--- src/rtl/acm_pkg.sv ---
// Shared types and constants for the ADC channel peak / EMA monitor.
// No dependencies; used by every module of the block.
package acm_pkg;

    localparam int NUM_CH     = 5;
    localparam int RAW_W      = 12;
    localparam int VAL_W      = 17;
    localparam int COEF_W     = 17;
    localparam int CNT_W      = 32;
    localparam int ALPHA_W    = 16;
    localparam int ALPHA_FRAC = 16;
    localparam int PROD_SHIFT = 12;
    localparam int CH_W       = 3;

    // register indexes (byte address = 4 * index)
    localparam logic [1:0] REG_CURRENT_GAIN = 2'd0;
    localparam logic [1:0] REG_TEMP_OFFSET  = 2'd1;
    localparam logic [1:0] REG_TEMP_SLOPE   = 2'd2;
    localparam logic [1:0] REG_FILTER_ALPHA = 2'd3;

    localparam logic [15:0] RST_CURRENT_GAIN = 16'd845;
    localparam logic [15:0] RST_TEMP_OFFSET  = 16'd37760;
    localparam logic [16:0] RST_TEMP_SLOPE   = 17'd63360;
    localparam logic [15:0] RST_FILTER_ALPHA = 16'd3277;

    localparam logic [CH_W-1:0] TEMP_CHANNEL = 3'd4;

    typedef logic signed [VAL_W-1:0] t_value;

    // per-step strobes from the sequencer to lanes and merge
    typedef struct packed {
        logic load_prod;
        logic load_val;
        logic update_peak;
        logic reload;
        logic update_ema;
    } t_lane_ctl;

endpackage

--- src/rtl/acm_lane.sv ---
// One channel lane: scaling, saturation, peak hold and moving average.
// Depends on acm_pkg.
module acm_lane #(
    parameter int FILTER_FRACTION_BITS = 16
) (
    input  logic                          i_clk,
    input  logic                          i_rst_n,
    input  acm_pkg::t_lane_ctl            i_ctl,
    input  logic                          i_qualify,
    input  logic [acm_pkg::RAW_W-1:0]     i_raw,
    input  logic [acm_pkg::COEF_W-1:0]    i_coef,
    input  logic [15:0]                   i_offset,
    input  logic                          i_negate,
    input  logic [acm_pkg::ALPHA_W-1:0]   i_alpha,
    output acm_pkg::t_value               o_last_value,
    output acm_pkg::t_value               o_peak_value,
    output acm_pkg::t_value               o_filtered,
    output logic                          o_rose
);

    localparam int SW = acm_pkg::VAL_W + FILTER_FRACTION_BITS;
    localparam int DW = SW + 1;
    localparam int PW = acm_pkg::RAW_W + acm_pkg::COEF_W;
    localparam int MW = DW + acm_pkg::ALPHA_W + 1;
    localparam logic signed [acm_pkg::VAL_W+1:0] WIDE_MAX = 19'sd65535;
    localparam logic signed [acm_pkg::VAL_W+1:0] WIDE_MIN = -19'sd65536;

    logic [PW-1:0]                       r_prod;
    acm_pkg::t_value                     r_last;
    acm_pkg::t_value                     r_peak;
    logic signed [SW-1:0]                r_avg;
    logic signed [DW-1:0]                r_step;

    logic [acm_pkg::VAL_W-1:0]           w_scaled;
    logic signed [acm_pkg::VAL_W+1:0]    w_wide;
    acm_pkg::t_value                     n_last;
    logic signed [SW-1:0]                w_target;
    logic signed [DW-1:0]                w_diff;
    logic signed [MW-1:0]                w_mult;

    assign w_scaled = r_prod[PW-1:acm_pkg::PROD_SHIFT];

    always_comb begin
        if (i_negate) begin
            w_wide = $signed({3'b000, i_offset}) - $signed({2'b00, w_scaled});
        end else begin
            w_wide = $signed({2'b00, w_scaled});
        end
        if (w_wide > WIDE_MAX) begin
            n_last = 17'sd65535;
        end else if (w_wide < WIDE_MIN) begin
            n_last = -17'sd65536;
        end else begin
            n_last = w_wide[acm_pkg::VAL_W-1:0];
        end
    end

    // avg += floor(alpha * ((x << F) - avg) / 2^16)
    assign w_target = $signed({r_last, {FILTER_FRACTION_BITS{1'b0}}});
    assign w_diff   = DW'(w_target) - DW'(r_avg);
    assign w_mult   = $signed({1'b0, i_alpha}) * w_diff;

    assign o_rose = (r_last > r_peak);

    always_ff @(posedge i_clk) begin
        if (!i_rst_n) begin
            r_last <= '0;
            r_peak <= '0;
            r_avg  <= '0;
        end else begin
            if (i_ctl.load_val) begin
                r_last <= n_last;
            end
            if (i_ctl.reload) begin
                r_peak <= r_last;
            end else if (i_ctl.update_peak && (i_qualify || o_rose)) begin
                r_peak <= r_last;
            end
            if (i_ctl.update_ema) begin
                r_avg <= r_avg + SW'(r_step);
            end
        end
    end

    always_ff @(posedge i_clk) begin
        if (i_ctl.load_prod) begin
            r_prod <= i_raw * i_coef;
        end
        if (i_ctl.update_peak) begin
            r_step <= DW'(w_mult >>> acm_pkg::ALPHA_FRAC);
        end
    end

    assign o_last_value = r_last;
    assign o_peak_value = r_peak;
    assign o_filtered   = r_avg[SW-1:FILTER_FRACTION_BITS];

endmodule

--- config.mk ---
export PLATFORM = sky130hd
export DESIGN_NAME = acm_lane
export DESIGN_NICKNAME = d
export VERILOG_FILES = /design/src/rtl/acm_pkg.sv /design/src/rtl/acm_lane.sv
export SDC_FILE = /design/constraint.sdc
export NUM_CORES = 2
export LEC_CHECK = 0
export BUFFER_PORTS_ARGS = -buffer_cell sky130_fd_sc_hd__clkbuf_2
export CAP_MARGIN = 20
export CORE_ASPECT_RATIO = 1.75
export CORE_MARGIN = 5
export CORE_UTILIZATION = 60
export CTS_CLUSTER_DIAMETER = 100
export DETAILED_ROUTE_END_ITERATION = 6
export PLACE_DENSITY = 0.78
export SLEW_MARGIN = 15
export SYNTH_ARGS = -nofsm -noshare
export SYNTH_HDL_FRONTEND = slang
export SYNTH_SLANG_ARGS = --single-unit
--- constraint.sdc ---
create_clock -name i_clk -period 14.2 [get_ports i_clk]
set_clock_uncertainty 0.05 [all_clocks]
set_input_delay 2.84 -clock i_clk [delete_from_list [all_inputs] [get_ports i_clk]]
set_output_delay 2.84 -clock i_clk [all_outputs]
set_load 0.01 [all_outputs]
==> impl_metrics.py <==
metrics = {
    "run_status": {
        "status": "finished, final reports clean",
    },
    "logic_synthesis": {
        "synth_fp_nets": 4602,
        "synth_area_leaders": "fa_1 41%, ha_1 10%, inv_1 9.5%",
        "netlist_area_sq_um": 31700,
        "yosysTopAreaCellShare_pct": 40.9,
        "ys_seq_area_share_pct": 8.95,
        "ys_warn_count": 0,
        "yosys.area.top_type": "fa_1",
        "ys_seq_elements": 117,
        "synthArstFlopShare_pct": 0,
        "syn_area_per_cell_sq_um": 8.76,
        "ys_types": 73,
        "synth_edf_count": 50,
        "synthCells": 3622,
        "synth-main-ff-cell": "dfxtp_1",
    },
    "floorplan": {
        "die-area_sq_um": 57800,
        "die_height_microns": 314,
        "core_area_sq_um": 52400,
        "boundaryPins": 122,
        "start_util_pct": 60.6,
        "die_w_microns": 184,
        "num_rows": 111,
    },
    "timing": {
        "hold_viol_final": 0,
        "slew_headroom_pct": 24.5,
        "rsz0062_at_grt": "no",
        "max_freq_ghz": 0.100,
        "tns_ns": 0,
        "worst_pin_slew_ns": 1.13,
        "period_share_pct": 70.2,
        "hold_slack_ns": 0.432,
        "setup_viol": 0,
        "fin_crit_ns": 9.96,
        "drv_slew": 0,
    },
    "clock_tree": {
        "root_buffer": "clkbuf_16",
        "hold_buffers": 0,
        "clkTransAtPathRegs_ns": 0.06,
        "postCtsSetupRepairBufs": 0,
        "cts_inserted_buffers": 17,
        "cts_resized": 0,
        "htree_levels": 4,
        "clockBufferDepth": 2,
        "cts_tree": "yes",
        "cts_sinks": 117,
        "clk_latency_ns": 0.43,
    },
    "critical_path": {
        "cp_cell_sequence": "clkbuf_2, nand2_1, fa_1, inv_1, fa_1, fa_1, fa_1, inv_1, fa_1, inv_1, fa_1, ha_1, o2111ai_1, o21ai_0, nand3_1, and3_1, a211oi_1, a21o_1, o221ai_1, xnor3_1",
        "worstPathMaxFanout": 34,
        "critPathRequiredTime_ns": 14.32,
        "start_kind": "input port",
        "crit_top_cell": "fa_1",
        "worstSetupStartpoint": "i_alpha[2]",
        "slowest_stage": "clkbuf_2",
        "critPathKind": "input port to flip-flop",
        "slowest_delay_ns": 0.69,
        "crit_path_end_kind": "flip-flop",
        "arrival_ns": 10.08,
        "r2r-start": "r_avg[2]",
    },
    "placed_design": {
        "hpwl_microns": 66300,
        "io_buffers": 121,
        "finalWeightedCongestion": 0.941,
        "placed_area_sq_um": 32800,
    },
    "cells_and_area": {
        "antenna_cells": 0,
        "fin_util_pct": 63.9,
        "postLayoutCellArea_sq_um": 33500,
        "area_growth_pct": 5.37,
        "multi_input_comb_area_sq_um": 25300,
        "fill_cells": 4363,
        "drive_above_1_share_pct": 5.99,
        "fin_nets": 4607,
        "area.sequential_sq_um": 2840,
    },
    "detailed_routing": {
        "routed_wl_microns": 82500,
        "avgViaCountPerCell": 5.73,
        "wire_per_inst_microns": 19.1,
        "drt_iter0_drc": 1319,
        "drc": 0,
        "drt_pass1_iterations": 5,
        "drtAntennaViolNets": 0,
        "route.vias.total": 24700,
    },
    "global_routing": {
        "grt_pass1_vias": 27600,
        "overflow": 0,
        "antenna_found_initial": 0,
        "grt_max_degree": 51,
        "grt_pass1_wl_microns": 135000,
        "gr-usage-all-layers_pct": 29.6,
    },
    "hold_path": {
        "min_path_type": "flip-flop to flip-flop",
        "hold_start": "o_peak_value[6]",
    },
    "run": {
        "maxCapViolations": 0,
    },
}
-- state kept, by name, summed over array words and instances, names as in the netlist --
signal / cells
r_avg: 33
o_last_value: 17
r_step: 33
o_peak_value: 17
r_prod: 17
-- cells in the mapped netlist (20+ instances only) --
cell type and count:
inv_1 800, fa_1 649, nand2_1 587, ha_1 261, and2_1 257, clkbuf_1 141, nor2_1 117, xnor2_1 102
a21oi_1 95, o21ai_0 73, dfxtp_1 67, edfxtp_1 50, a21o_1 39, mux2i_1 33, nor3_1 30, xor2_1 29
nand3_1 27, nand2b_1 20
-- cells by family after synthesis --
group | count (synthesis) | share of synthesized area, %
adders and majority gates | 910 | 51.2
DFF | 117 | 8.95
buffers and inverters | 969 | 11.7
and+or+nand+nor | 1126 | 16.6
xor gates and xnor gates | 132 | 3.69
muxes | 35 | 1.11
AOI/OAI and AO/OA | 333 | 6.70
-- critical path: cells and delay by family --
| family | cells | cell delay (ns) |
|---|---|---|
| AO/OA/AOI/OAI | 5 | 2.06 |
| XOR/XNOR | 1 | 0.20 |
| adder cells (fa/ha/maj) | 7 | 3.51 |
| buffers and inverters | 4 | 0.87 |
| AND/OR/NAND/NOR | 3 | 0.56 |
-- per-layer routing --
layer | vias to the layer above | track usage (%) | part of all wire, % | wire, microns
met1 | 12400 | 28.7 | 30 | 25100
li1 | 10900 | - | - | -
met2 | 962 | 56.6 | 56 | 45900
met4 | 0 | 21.3 | 9.3 | 7650
met3 | 461 | 3.10 | 4.7 | 3860
met5 | - | 0 | 0 | 0
-- area by class of cell --
type	count	share of cell area, %
clock inverters	14	0.423
multi-input cells	2536	75.6
well taps	678	2.54
inverters	802	9.00
flip-flops and latches	117	8.50
repair buffers	153	2.59
clock buffers	18	1.31
-- worst paths after layout --
path	to	slack [ns]	cells past startpoint
worst min register to register	o_peak_value[6]	0.43	2
worst max-delay path	r_step[32]	4.24	20
worst max register to register	r_step[32]	4.50	24
worst min-delay path	o_peak_value[6]	0.43	2
-- through the flow --
stage                     std cells  setup slack [ns]
after floorplan                3622              5.29
after global placement         4285              4.08
after detailed placement       4285              3.98
after CTS                      4317              4.41
after global routing           4318              3.95
final                          4318              4.24
-- layout by cell type, fill, tap and decap left out, drive strengths merged, types with 50 or more instances in the layout --
| master | Yosys | layout |
|---|---|---|
| inv | 800 | 806 |
| fa | 649 | 649 |
| nand2 | 588 | 588 |
| ha | 261 | 261 |
| and2 | 257 | 257 |
| clkbuf | 141 | 139 |
| nor2 | 117 | 117 |
| xnor2 | 102 | 102 |
| a21oi | 95 | 95 |
| o21ai | 74 | 74 |
| dfxtp | 67 | 67 |
| edfxtp | 50 | 50 |
Power is left out: the tool's default activity adds up to more than one toggle a clock period on the data nets, which glitch-free logic cannot reach.
