`src/rtl/acm_pkg.sv`:
```
// Shared types and constants for the ADC channel peak / EMA monitor.
// No dependencies; used by every module of the block.
package acm_pkg;

    localparam int NUM_CH     = 5;
    localparam int RAW_W      = 12;
    localparam int VAL_W      = 17;
    localparam int COEF_W     = 17;
    localparam int CNT_W      = 32;
    localparam int ALPHA_W    = 16;
    localparam int ALPHA_FRAC = 16;
    localparam int PROD_SHIFT = 12;
    localparam int CH_W       = 3;

    // register indexes (byte address = 4 * index)
    localparam logic [1:0] REG_CURRENT_GAIN = 2'd0;
    localparam logic [1:0] REG_TEMP_OFFSET  = 2'd1;
    localparam logic [1:0] REG_TEMP_SLOPE   = 2'd2;
    localparam logic [1:0] REG_FILTER_ALPHA = 2'd3;

    localparam logic [15:0] RST_CURRENT_GAIN = 16'd845;
    localparam logic [15:0] RST_TEMP_OFFSET  = 16'd37760;
    localparam logic [16:0] RST_TEMP_SLOPE   = 17'd63360;
    localparam logic [15:0] RST_FILTER_ALPHA = 16'd3277;

    localparam logic [CH_W-1:0] TEMP_CHANNEL = 3'd4;

    typedef logic signed [VAL_W-1:0] t_value;

    // per-step strobes from the sequencer to lanes and merge
    typedef struct packed {
        logic load_prod;
        logic load_val;
        logic update_peak;
        logic reload;
        logic update_ema;
    } t_lane_ctl;

endpackage

```
`src/rtl/acm_merge.sv`:
```
// Merge stage: sample counter, qualify event, peak counter from lane rise flags.
// Depends on acm_pkg.
module acm_merge #(
    parameter int QUALIFY_COUNT = 3
) (
    input  logic                          i_clk,
    input  logic                          i_rst_n,
    input  acm_pkg::t_lane_ctl            i_ctl,
    input  logic [acm_pkg::NUM_CH-1:0]    i_rose,
    output logic                          o_qualify_evt,
    output logic [acm_pkg::CNT_W-1:0]     o_sample_number,
    output logic [acm_pkg::CNT_W-1:0]     o_peak_number,
    output logic                          o_qualified
);

    logic [acm_pkg::CNT_W-1:0] r_count;
    logic [acm_pkg::CNT_W-1:0] r_peak_count;
    logic                      r_qualified;
    logic                      r_qual_evt;
    logic [acm_pkg::CNT_W-1:0] n_count;

    assign n_count = r_count + 32'd1;

    always_ff @(posedge i_clk) begin
        if (!i_rst_n) begin
            r_count      <= '0;
            r_peak_count <= '0;
            r_qualified  <= 1'b0;
            r_qual_evt   <= 1'b0;
        end else begin
            if (i_ctl.load_prod) begin
                r_count    <= n_count;
                r_qual_evt <= (n_count == acm_pkg::CNT_W'(QUALIFY_COUNT));
            end
            if (i_ctl.reload) begin
                r_peak_count <= r_count;
            end
            if (i_ctl.update_peak) begin
                if (r_qual_evt) begin
                    r_qualified <= 1'b1;
                end
                if (r_qual_evt || (|i_rose)) begin
                    r_peak_count <= r_count;
                end
            end
        end
    end

    assign o_qualify_evt   = r_qual_evt;
    assign o_sample_number = r_count;
    assign o_peak_number   = r_peak_count;
    assign o_qualified     = r_qualified;

endmodule

```
`config.mk`:
```
export PLATFORM = sky130hd
export DESIGN_NAME = acm_merge
export DESIGN_NICKNAME = d
export VERILOG_FILES = /design/src/rtl/acm_pkg.sv /design/src/rtl/acm_merge.sv
export SDC_FILE = /design/constraint.sdc
export NUM_CORES = 1
export LEC_CHECK = 0
export ABC_AREA = 1
export BUFFER_PORTS_ARGS = -buffer_cell sky130_fd_sc_hd__buf_2
export CAP_MARGIN = 20
export CORE_MARGIN = 2
export CORE_UTILIZATION = 47
export CTS_CLUSTER_DIAMETER = 50
export DETAILED_ROUTE_END_ITERATION = 6
export GPL_ROUTABILITY_DRIVEN = 0
export GPL_TIMING_DRIVEN = 0
export PLACE_DENSITY = 0.73
export SLEW_MARGIN = 10
export SYNTH_ARGS = -nofsm -noshare
export SYNTH_HDL_FRONTEND = slang
export SYNTH_SLANG_ARGS = --single-unit
```
`constraint.sdc`:
```
create_clock -name i_clk -period 2.7 [get_ports i_clk]
set_input_delay 0 -clock i_clk [delete_from_list [all_inputs] [get_ports i_clk]]
set_output_delay 0 -clock i_clk [all_outputs]
set_load 0.01 [all_outputs]
```
==> metrics list, run 1 <==
* Number of DRC violations after detailed-routing iteration 0: 287
- The setup check on the worst reg-to-reg path leaves a slack of 0.44 ns.
* Instance area at placement: 3860 sq um
- Setup total negative slack on the finished layout was measured at 0 ns.
- Number of clock buffers inserted by TritonCTS: 9
* Final Hold Vio Count: 0
- Kind of end point of the critical path: flip-flop
* Number of antenna violations at the first check in global routing: 0
- Num Clock Sinks: 66
- Summing over every cut layer, the via total after detailed routing is 3,674.
- Number of warnings printed during yosys synthesis: 0
- CP max stage cell: sky130_fd_sc_hd__dfxtp_1
* Root Buffer Master: sky130_fd_sc_hd__clkbuf_8
- Share of final-layout standard cells stronger than drive strength 1: 0.173
- Relative slew margins: 0.602
- Number of rows in the core area: 30
- The worst-case IR drop observed on VDD is 0.275 mV.
- Portion of the clock cycle consumed by the worst path in the final layout: 0.839
* Port-buffer cells: 75
- Number of different library cells in the post-synthesis netlist: 23
* Lkg Pwr: 2.01 nW
- Once layout is done, the placed cells without fillers occupy 4040 sq um.
* Worst-case hold slack: 0.0200 ns
- Global route total overflow: 0
* Detailed-routing iteration count for the pre-antenna-repair pass: 5
- Number of global-route vias before repair: 3,134
- Most frequent cell on the critical path: sky130_fd_sc_hd__nand2_1
- Along the worst path, the maximum fanout reaches 6.
* Most common cell after layout, fill and taps aside: sky130_fd_sc_hd__nand2_1
- Once detail routing completed, the nets flagged for antenna violations numbered 0.
* CTS tree: built
* Netlist Area Pre-Place: 3370 sq um
- Slew at the pin closest to its max-slew limit: 0.597 ns
* Number of synthesized register bits: 66
* Final Skew: 0.0124 ns
- The die is 88.7 microns tall.
- The clock tree synthesis step divided the H-tree into 3 levels.
- Pin count of the biggest net entering global routing: 11
* DIE AREA: 7860 sq um
- For this run, asynchronously set or reset flops after synthesis account for 0.
* Die extent in x: 88.7 microns
* Path type of the worst min-delay path: input pin to flip-flop
- The routed design has 9830 microns of wire.
- Setup repair after global routing left no endpoint under its margin.
- Area growth syn-to-layout: 20.1%
- Data on the critical path is required at its endpoint by 2.97 ns.
* Ant diodes: 0
- Total Power: 0.00216 W
- Most frequent cells in the layout: sky130_fd_sc_hd__nand2_1, sky130_fd_sc_hd__buf_2, sky130_fd_sc_hd__inv_1, sky130_fd_sc_hd__nor2_1, sky130_fd_sc_hd__dfxtp_1
- Buffers inserted to repair hold after CTS numbered 1.
- Number of standard cells after synthesis: 521
- The number of gates resized after CTS was 0.
- CP Launch Type: flip-flop
- Global-route wire length before repair: 15,700 microns
- Of the synthesized area, sequential elements account for 0.392.
- After detailed routing, the number of remaining DRC violations is 0.
- Post-CTS Setup Repair Bufs: 0
- The number of nets in the synthesized netlist is 535.
- Setup violations remaining at the end of the flow were counted as 0.
- For the worst setup path, the data arrival time is 2.54 ns.
* Final Slew Violations: 0
* Via-to-Cell Ratio: 5.19
* Number of synthesized flops with an enable pin: 0
- Total power density per cell area: 534 nW/um^2
* Average detailed-routed wire length per instance: 13.9 microns
- For this design the top-level I/O count stands at 78.
- After clock tree synthesis, the clock-pin slew on the worst setup and hold paths is 0.07 ns.
* Most instantiated flip-flop cell in the synthesis netlist: sky130_fd_sc_hd__dfxtp_1
- The clock passes through at most 2 buffers.
- For this configuration, the core starts out at a cell density of 0.490.
- Counting I/O delays and the setup requirement, the final critical path takes 2.26 ns.
* Result of the run: complete, no violations
- Each instance of the synthesized netlist takes up on average 6.46 sq um.
- Area of the core: 6870 sq um
* Final net count: 622
- The wire-length estimate of the detail-placed layout is 7460 microns.
- Across the run, the number of max-cap violations was 0.
* Overall Global Routing Usage: 0.264
- Achievable clock frequency: 0.442 GHz
- Series of cell instances along the critical path: ha_1 > nand2_2 > nor2_4 > nand2_2 > nor2_2 > nand2_1 > nand2_1 > nand2_1 > nor2_1 > nand2_1 > nor2_1 > nand3_1 > a21oi_1
- In this design, the stage delay of the slowest critical-path cell is 0.46 ns.
* Clock latency of the later-clocked register in the worst-skew pair: 0.36 ns
- Start-to-end type of the worst setup path: flip-flop to flip-flop
[cells in the mapped netlist (3+ instances only)]
library cell / n / share of area
sky130_fd_sc_hd__a21oi_1: 57 / 0.085
sky130_fd_sc_hd__nor2_1: 68 / 0.076
sky130_fd_sc_hd__clkbuf_1: 18 / 0.020
sky130_fd_sc_hd__o21ai_0: 62 / 0.092
sky130_fd_sc_hd__nand2_2: 5 / 0.0093
sky130_fd_sc_hd__o21ai_1: 5 / 0.0074
sky130_fd_sc_hd__nand2_1: 117 / 0.13
sky130_fd_sc_hd__xor2_1: 6 / 0.016
sky130_fd_sc_hd__inv_1: 70 / 0.078
sky130_fd_sc_hd__dfxtp_1: 66 / 0.39
sky130_fd_sc_hd__nor2_2: 5 / 0.0093
sky130_fd_sc_hd__o211ai_1: 3 / 0.0067
sky130_fd_sc_hd__nand3_1: 23 / 0.034
[critical path: cells and delay by family, from the launching register on]
family | cells | cell delay, ns
AO/OA/AOI/OAI | 1 | 0.13
flip-flops | 1 | 0.46
AND/OR/NAND/NOR | 11 | 1.34
adder cells (fa/ha/maj) | 1 | 0.25
[flip-flops by register name, indices dropped and copies added, names as in the netlist]
name and flops:
o_peak_number 32, o_qualified 1, o_qualify_evt 1, o_sample_number 32
[layout make-up]
class                   count  area, sq um
plain buffers              18         67.6
well taps                  96          120
inverters                  73          274
fillers                   681         2830
repair buffers             76          385
clock buffers              12          155
multi-input cells         364         1710
flip-flops and latches     66         1320
clock inverters             3         15.0
[power by group]
| group | switching [W] | total, W | internal [W] |
|---|---|---|---|
| combinational | 0.000208 | 0.000322 | 0.000114 |
| sequential | 0.0000586 | 0.00110 | 0.00104 |
| clock | 0.000369 | 0.000742 | 0.000374 |
[worst paths after layout]
kind,from,endpoint,cells past startpoint
worst max-delay path,o_sample_number[0],o_qualify_evt,13
worst min-delay path,i_ctl[1],o_peak_number[11],4
worst min register to register,o_peak_number[1],o_peak_number[1],2
worst max register to register,o_sample_number[0],o_qualify_evt,13
[per-layer routing]
layer  routed length, microns  track usage
met2                     4330        0.401
met1                     4560        0.370
met5                        0            0
met3                      687       0.0485
met4                      244        0.105
[metrics by stage]
step                setup WS (ns)  cells   util
floorplan                   0.944    521      -
global placement            0.572    692  0.562
detailed placement          0.518    692  0.562
CTS                         0.482    708  0.589
global route                0.324    708  0.589
finish                      0.436    708  0.589
[cell families after synthesis]
logic type	Yosys count	share of synthesized area
adder cells (fa/ha/maj)	2	0.00743
flip-flops	66	0.392
XOR/XNOR	6	0.0156
AND/OR/NAND/NOR	227	0.289
buffers and inverters	91	0.101
AO/OA/AOI/OAI	129	0.195
No activity file was read; power rests on OpenSTA's default activity.
==> inputs of run 2 (changes only) <==
--- a/config.mk
+++ b/config.mk
@@ -14,7 +14,7 @@
 export DETAILED_ROUTE_END_ITERATION = 6
 export GPL_ROUTABILITY_DRIVEN = 0
 export GPL_TIMING_DRIVEN = 0
-export PLACE_DENSITY = 0.73
+export PLACE_DENSITY = 0.76
 export SLEW_MARGIN = 10
 export SYNTH_ARGS = -nofsm -noshare
 export SYNTH_HDL_FRONTEND = slang
==> constraint.sdc (replaced) <==
create_clock -name i_clk -period 1.8 [get_ports i_clk]
set_input_delay 0 -clock i_clk [delete_from_list [all_inputs] [get_ports i_clk]]
set_output_delay 0 -clock i_clk [all_outputs]
set_load 0.01 [all_outputs]
==> metrics list, run 2 (synthesized netlist as in run 1, its figures left out) <==
- Highest net fanout along the worst path: 5 (-1)
* Average detailed-routed wire length per instance: 14.3 microns (+3.2%)
- Period minus WS final: 1.90 ns (-0.363 ns)
- The die extent in x is 88.7 microns (unchanged).
- Most common cell after layout, fill and taps aside: sky130_fd_sc_hd__nand2_1
- The number of buffers inserted during clock tree synthesis is 9 (unchanged).
- The number of nets in the finished design is 629 (+1.1%).
* Lkg Pwr: 2.07 nW (+3.4%)
* Clock-pin slew of the registers on the worst-case setup and hold paths: 0.07 ns (about the same)
- CTS tree: built
- The peak ir drop on the vdd network was 0.399 mV (+45%).
* Portion of the clock cycle consumed by the worst path in the final layout: 1.06 (+0.218)
- The cell depth of the worst flop-to-flop path is 10 (-3).
- The HPWL reported at the end of detailed placement was 7540 microns (+0.99%).
* Vias after detailed routing: 3,754 (+2.2%)
- Top-Level Pins: 78 (unchanged)
- Hold-critical path depth: 4 (unchanged)
- Total setup violations reported at the end of the flow: 1 (+1)
- The flow ran to the end, but the final reports show violations.
* Least setup slack across all paths after layout: -0.102 ns (-0.537 ns)
- The post-route clock skew was 0.00537 ns (-0.00702 ns).
- Relative slew margins: 0.576 (-0.0263)
- Area of the core: 6870 sq um (unchanged)
- DR DRC count: 0 (unchanged)
- The total overflow reported by the global router came to 0 (unchanged).
- Final Hold Vio Count: 0 (unchanged)
- Share of final-layout standard cells stronger than drive strength 1: 0.254 (+0.0813)
- Clock tree synthesis selected as its root buffer the cell sky130_fd_sc_hd__clkbuf_8.
- The via count of the first global-routing pass came to 3,374 (+7.7%).
* Number of maximum-capacitance constraint violations: 0 (unchanged)
* Number of filler cells placed in the layout: 679 (-0.29%)
- The transition time at the pin with the least slew margin was 0.636 ns (+0.0394 ns).
- Initial standard-cell utilization of the core: 0.490 (unchanged)
- The sink count of the clock tree came to 66 (unchanged).
- The checks that failed: negative setup slack.
* Start-to-end type of the worst setup path: flip-flop to flip-flop
- The post-route antenna net violation count was 0 (unchanged).
* Overall Global Routing Usage: 0.268 (+0.00428)
- Final Slew Violations: 0 (unchanged)
- The power density of the placed cells is 747 nW/um^2 (+40%).
- The chip height came to 88.7 microns (unchanged).
- Maximum level of the CTS H-tree: 3 (unchanged)
* Area growth syn-to-layout: 25.7%
* Data arrival time of the worst path: 2.17 ns (-0.37 ns)
* CP Data Required Time: 2.07 ns (-0.90 ns)
* Path type of the worst min-delay path: input pin to flip-flop
* Post-place setup slack: -0.364 ns (-0.882 ns)
* Number of rows in the core area: 30 (unchanged)
- The fmax was 0.526 GHz (+19%).
- Clock latency of the later-clocked register in the worst-skew pair: 0.34 ns (-0.02 ns)
- Global-route wire length before repair: 16,200 microns (+3.5%)
* Via-to-Cell Ratio: 5.27 (+1.5%)
* Number of DRC violations after detailed-routing iteration 0: 423 (+47%)
* Number of antenna violations at the first check in global routing: 0 (unchanged)
- DIE AREA: 7860 sq um (unchanged)
- Port-buffer cells: 75 (unchanged)
- The post-layout total power is 0.00316 W (+46%).
- The worst setup path is captured at a flip-flop.
- Setup repair after global routing could not meet its margin everywhere.
- The top cell types in the final layout, fill and taps aside, are sky130_fd_sc_hd__nand2_1, sky130_fd_sc_hd__buf_2, sky130_fd_sc_hd__inv_1, sky130_fd_sc_hd__o21ai_0, sky130_fd_sc_hd__a21oi_1.
- The number of detailed-route iterations in the first pass was 5 (unchanged).
- The worst setup path is launched from a flip-flop.
- Total wire length after detailed routing: 10,200 microns (+3.9%)
* Pin count of the biggest net entering global routing: 11 (unchanged)
- Ant diodes: 0 (unchanged)
- Buffers from clock root to sink, at most: 2 (unchanged)
## run 2: cell type report
| type | instances | area (sq um) | area share |
|---|---|---|---|
| multi-input cells | 364 | 1830 | 0.432 |
| flip-flops and latches | 66 | 1350 | 0.319 |
| repair buffers | 83 | 450 | 0.106 |
| inverters | 73 | 274 | 0.0647 |
| clock buffers | 12 | 135 | 0.0319 |
| well taps | 96 | 120 | 0.0284 |
| plain buffers | 18 | 71.3 | 0.0168 |
| clock inverters | 1 | 5.00 | 0.00118 |
## run 2: report_power, final
| part | leakage, nW | total, W | internal [W] | switching, W |
|---|---|---|---|---|
| Combinational | 1.45 | 0.000519 | 0.000187 | 0.000332 |
| Sequential | 0.551 | 0.00165 | 0.00156 | 0.0000878 |
| Clock | 0.0722 | 0.000993 | 0.000476 | 0.000518 |
| Total | 2.07 | 0.00316 | 0.00222 | 0.000937 |
## run 2: per-stage QoR
| stage | TNS [ns] | utilization | area (sq um) | cells | hold slack (ns) |
|---|---|---|---|---|---|
| finish | -0.102 | 0.616 | 4230 | 713 | 0.0235 |
| global route | -0.189 | 0.616 | 4230 | 713 | 0.0454 |
| CTS | -0.106 | 0.599 | 4120 | 712 | 0.0240 |
| detailed placement | -0.608 | 0.562 | 3860 | 692 | 0.262 |
| global placement | -0.428 | 0.562 | 3860 | 692 | 0.253 |
| floorplan | 0 | - | 3370 | 521 | 0.145 |
## run 2: worst max-delay path, cell delays in order, from the launching register on
cell and delay [ns]:
sky130_fd_sc_hd__dfxtp_4 0.38, sky130_fd_sc_hd__ha_4 0.14, sky130_fd_sc_hd__nand2_2 0.07, sky130_fd_sc_hd__nor2_4 0.20, sky130_fd_sc_hd__nand2_4 0.12, sky130_fd_sc_hd__nor2_4 0.16
sky130_fd_sc_hd__xor2_1 0.21, sky130_fd_sc_hd__nand3_1 0.16, sky130_fd_sc_hd__nor2_2 0.16, sky130_fd_sc_hd__nand3_2 0.08, sky130_fd_sc_hd__a21oi_2 0.13
## run 2: worst paths after layout
kind	from	to	slack, ns
max	o_sample_number[1]	o_qualify_evt	-0.10
min	i_ctl[1]	o_peak_number[2]	0.02
max reg2reg	o_sample_number[1]	o_qualify_evt	-0.10
min reg2reg	o_peak_number[1]	o_peak_number[1]	0.48
## run 2: layer usage
layer / global-route usage / wire length, microns
met1: 0.369 / 4570
met5: 0 / 0
met4: 0.103 / 283
met2: 0.421 / 4500
met3: 0.0448 / 856
## run 2: timing repair
action / 4_1_cts / 5_1_grt
hold buffers: 1 / 0
resized for setup: 13 / 51
setup endpoints to repair: 7 / 32
endpoints found under the hold margin: 1 / 0
setup buffers: 6 / 1
pin swaps: 3 / 6
==> inputs of run 3 (changes only) <==
--- a/config.mk
+++ b/config.mk
@@ -5,7 +5,7 @@
 export SDC_FILE = /design/constraint.sdc
 export NUM_CORES = 1
 export LEC_CHECK = 0
-export ABC_AREA = 1
+export ABC_AREA = 0
 export BUFFER_PORTS_ARGS = -buffer_cell sky130_fd_sc_hd__buf_2
 export CAP_MARGIN = 20
 export CORE_MARGIN = 2
==> metrics list, run 3 <==
* Average instance area after synthesis: 8.16 sq um (+26%)
- The path class of the tightest hold or removal check is input pin to flip-flop.
- The max-cap violation count was 0 (unchanged).
- The flow ran to the end, but the final reports show violations.
* Series of cell instances along the critical path: ha_4 > and3_4 > buf_4 > nand4_1 > a21oi_2 > o2111ai_4 > nor4_2 > nand4_1 > o22ai_1
- Sorting the synthesized cells by how often they occur yields sky130_fd_sc_hd__nand2_1, sky130_fd_sc_hd__dfxtp_1, sky130_fd_sc_hd__a21boi_0, sky130_fd_sc_hd__xnor2_1, sky130_fd_sc_hd__and2_1.
- Slew at the pin closest to its max-slew limit: 0.554 ns (-0.0823 ns)
- Remaining number of nets flagged by the antenna check after routing: 0 (unchanged)
* Number of synthesized flops with an enable pin: 0 (unchanged)
- Counting stages on the worst path, the most repeated cell is sky130_fd_sc_hd__nand4_1.
* Initial standard-cell utilization of the core: 0.493 (+0.00291)
- Area of the core: 6870 sq um (unchanged)
* Total wire length after detailed routing: 9530 microns (-6.7%)
* Most frequent cells in the layout: sky130_fd_sc_hd__nand2_1, sky130_fd_sc_hd__buf_2, sky130_fd_sc_hd__dfxtp_1, sky130_fd_sc_hd__a21boi_0, sky130_fd_sc_hd__xnor2_1
- Area growth syn-to-layout: 35.2%
- The count of H-tree levels built during CTS is 3 (unchanged).
* Via-to-Cell Ratio: 5.54 (+5.2%)
- Detailed-routing iteration count for the pre-antenna-repair pass: 5 (unchanged)
* Number of filler cells placed in the layout: 572 (-16%)
* Final Slew Violations: 0 (unchanged)
- The largest total area in the synthesized netlist belongs to sky130_fd_sc_hd__dfxtp_1.
* Failing checks: negative setup slack
* Number of global-route vias before repair: 3,166 (-6.2%)
- The peak ir drop on the vdd network came to 0.375 mV (-5.9%).
- Post-Route Setup TNS: -1.67 ns (-1.56 ns)
- Top-Level Pins: 78 (unchanged)
- The count of unique library cells instantiated by Yosys came to 44 (+91%).
- The library cell used most frequently in the layout, excluding fill and tap cells, is sky130_fd_sc_hd__nand2_1.
* Lkg Pwr: 1.93 nW (-7.1%)
- Netlist Area Pre-Place: 3390 sq um (+0.59%)
- The number of storage elements in the synthesis netlist is 66 (unchanged).
- CTS placed an instance of sky130_fd_sc_hd__clkbuf_8 at the clock tree root.
- Share of flip-flops with an asynchronous set or reset after synthesis: 0 (unchanged)
- Buffers from clock root to sink, at most: 2 (unchanged)
- The power density of the placed cells came to 602 nW/um^2 (-19%).
- The sink count of the clock tree is 66 (unchanged).
* Final Hold Vio Count: 0 (unchanged)
- Portion of the clock cycle consumed by the worst path in the final layout: 1.13 (+0.0769)
- The delay of the slowest cell on the worst path was 0.37 ns (about the same).
- TritonCTS built the clock tree.
* Vias after detailed routing: 3,477 (-7.4%)
- Most instantiated library cell after synthesis: sky130_fd_sc_hd__nand2_1
- Final net count: 541 (-14%)
- Number of warnings printed during yosys synthesis: 0 (unchanged)
* Final standard cell utilization of the core: 0.667 (+0.0503)
- Average detailed-routed wire length per instance: 15.2 microns (+6.0%)
* Highest net fanout along the worst path: 5 (unchanged)
- The portion of the post-synthesis area used by sequential elements was 0.390 (-0.00232).
- Global-route wire length before repair: 15,000 microns (-7.6%)
* Start-to-end type of the worst setup path: flip-flop to flip-flop
- The HPWL reported at the end of detailed placement is 6190 microns (-18%).
- The antenna diode count was 0 (unchanged).
* Least setup slack across all paths after layout: -0.240 ns (-0.138 ns)
- Data arrival time of the worst path: 2.31 ns (+0.14 ns)
* Kind of end point of the critical path: flip-flop
- Pin count of the biggest net entering global routing: 12 (+1)
- The post-synth net total was 429 (-20%).
- CP Data Required Time: 2.07 ns (about the same)
- Among all flip-flop cells after synthesis, the most frequent one is sky130_fd_sc_hd__dfxtp_1.
- The chip height is 88.9 microns (+0.28%).
- The area share of the leading cell type in the synthesized netlist came to 0.390 (-0.00232).
- The die extent in x was 88.9 microns (+0.28%).
* Final Skew: 0.00889 ns (+0.00352 ns)
- The worst max-slew margin expressed relative to the limit came to 0.631 (+0.0548).
- For this design, the slowest cell found on the critical path is sky130_fd_sc_hd__dfxtp_4.
- The number of DRC violations after detailed routing was 0 (unchanged).
- Clock-pin slew of the registers on the worst-case setup and hold paths: 0.08 ns (about the same)
- RSZ-0062 raised after global routing: yes
* Number of antenna violations at the first check in global routing: 0 (unchanged)
- Number of DRC violations after detailed-routing iteration 0: 223 (-47%)
- The number of buffers inserted during clock tree synthesis was 9 (unchanged).
- The fmax came to 0.490 GHz (-6.8%).
- Number of rows in the core area: 30 (unchanged)
- The minimum period implied by the final worst setup slack is 2.04 ns (+0.138 ns).
- The fraction of layout cells with a size suffix above 1 was 0.361 (+0.106).
* DIE AREA: 7900 sq um (+0.56%)
* Clock latency of the later-clocked register in the worst-skew pair: 0.35 ns (about the same)
- Number of standard cells after synthesis: 415 (-20%)
* Port-buffer cells: 75 (unchanged)
- Overall Global Routing Usage: 0.246 (-0.0226)
- Ranked by total cell area, the synthesized netlist is headed by sky130_fd_sc_hd__dfxtp_1, sky130_fd_sc_hd__nand2_1, sky130_fd_sc_hd__xnor2_1.
* CP Launch Type: flip-flop
* Global route total overflow: 0 (unchanged)
- The final setup violation count was 15 (+14).
[run 3: routing by layer]
metal  vias up  routed length (microns)  global-route usage
li1       1654                        -                   -
met1      1645                     4030               0.312
met2       144                     4640               0.396
met3        34                      546              0.0462
met4         0                      322               0.129
met5         -                        0                   0
[run 3: layout make-up]
| type | instances | area (sq um) | area share |
|---|---|---|---|
| Multi-Input combinational cell | 306 | 2070 | 0.452 |
| Inverter | 2 | 7.51 | 0.00164 |
| Clock inverter | 6 | 32.5 | 0.00710 |
| Buffer | 35 | 214 | 0.0467 |
| Timing Repair Buffer | 107 | 641 | 0.140 |
| Sequential cell | 66 | 1360 | 0.296 |
| Tap cell | 96 | 120 | 0.0262 |
| Clock buffer | 10 | 138 | 0.0301 |
[run 3: what timing repair did]
| action | CTS | global route |
|---|---|---|
| gates cloned | 0 | 0 |
| pin swaps | 24 | 17 |
| hold endpoints to repair | 1 | 0 |
| resized for setup | 42 | 29 |
| hold buffers | 1 | 0 |
| setup buffers | 19 | 12 |
| endpoints found under the setup margin | 45 | 43 |
[run 3: stage by stage]
stage / hold WS, ns / instance area [sq um] / power (W) / setup WS, ns / instances
floorplan: 0.167 / 3460 / 0.00160 / -0.115 / 415
global placement: 0.292 / 3960 / 0.00165 / -0.324 / 586
detailed placement: 0.302 / 3960 / 0.00165 / -0.399 / 586
CTS: 0.00931 / 4420 / 0.00275 / -0.117 / 618
global route: 0.0450 / 4580 / 0.00285 / -0.308 / 628
finish: 0.0172 / 4580 / 0.00276 / -0.240 / 628
[run 3: critical path, delay by kind of cell (launching register included)]
kind | cells | cell delay, ns
adders and majority gates | 1 | 0.15
DFF | 1 | 0.37
and+or+nand+nor | 4 | 0.78
AOI/OAI and AO/OA | 3 | 0.52
buffers and inverters | 1 | 0.13
[run 3: final timing paths]
kind / start / endpoint / slack [ns] / depth (start not counted)
setup / recovery: o_sample_number[1] / o_qualify_evt / -0.24 / 9
hold / removal: i_ctl[1] / o_peak_number[31] / 0.02 / 4
setup reg to reg: o_sample_number[1] / o_qualify_evt / -0.24 / 9
hold reg to reg: o_peak_number[14] / o_peak_number[14] / 0.46 / 2
[run 3: cells by family (layout without fill, tap and decap cells)]
family,Yosys count,count (layout),synth area share
AND/OR/NAND/NOR,200,200,0.308
AO/OA/AOI/OAI,67,67,0.144
flip-flops,66,66,0.390
buffers and inverters,43,160,0.0550
XOR/XNOR,35,35,0.0905
adder cells (fa/ha/maj),2,2,0.00738
multiplexers,2,2,0.00591
[run 3: where the power goes]
part	total, W	switching (W)	internal (W)
clock network	0.00111	0.000583	0.000524
logic	0.000177	0.000103	0.0000741
registers	0.00147	0.0000101	0.00146
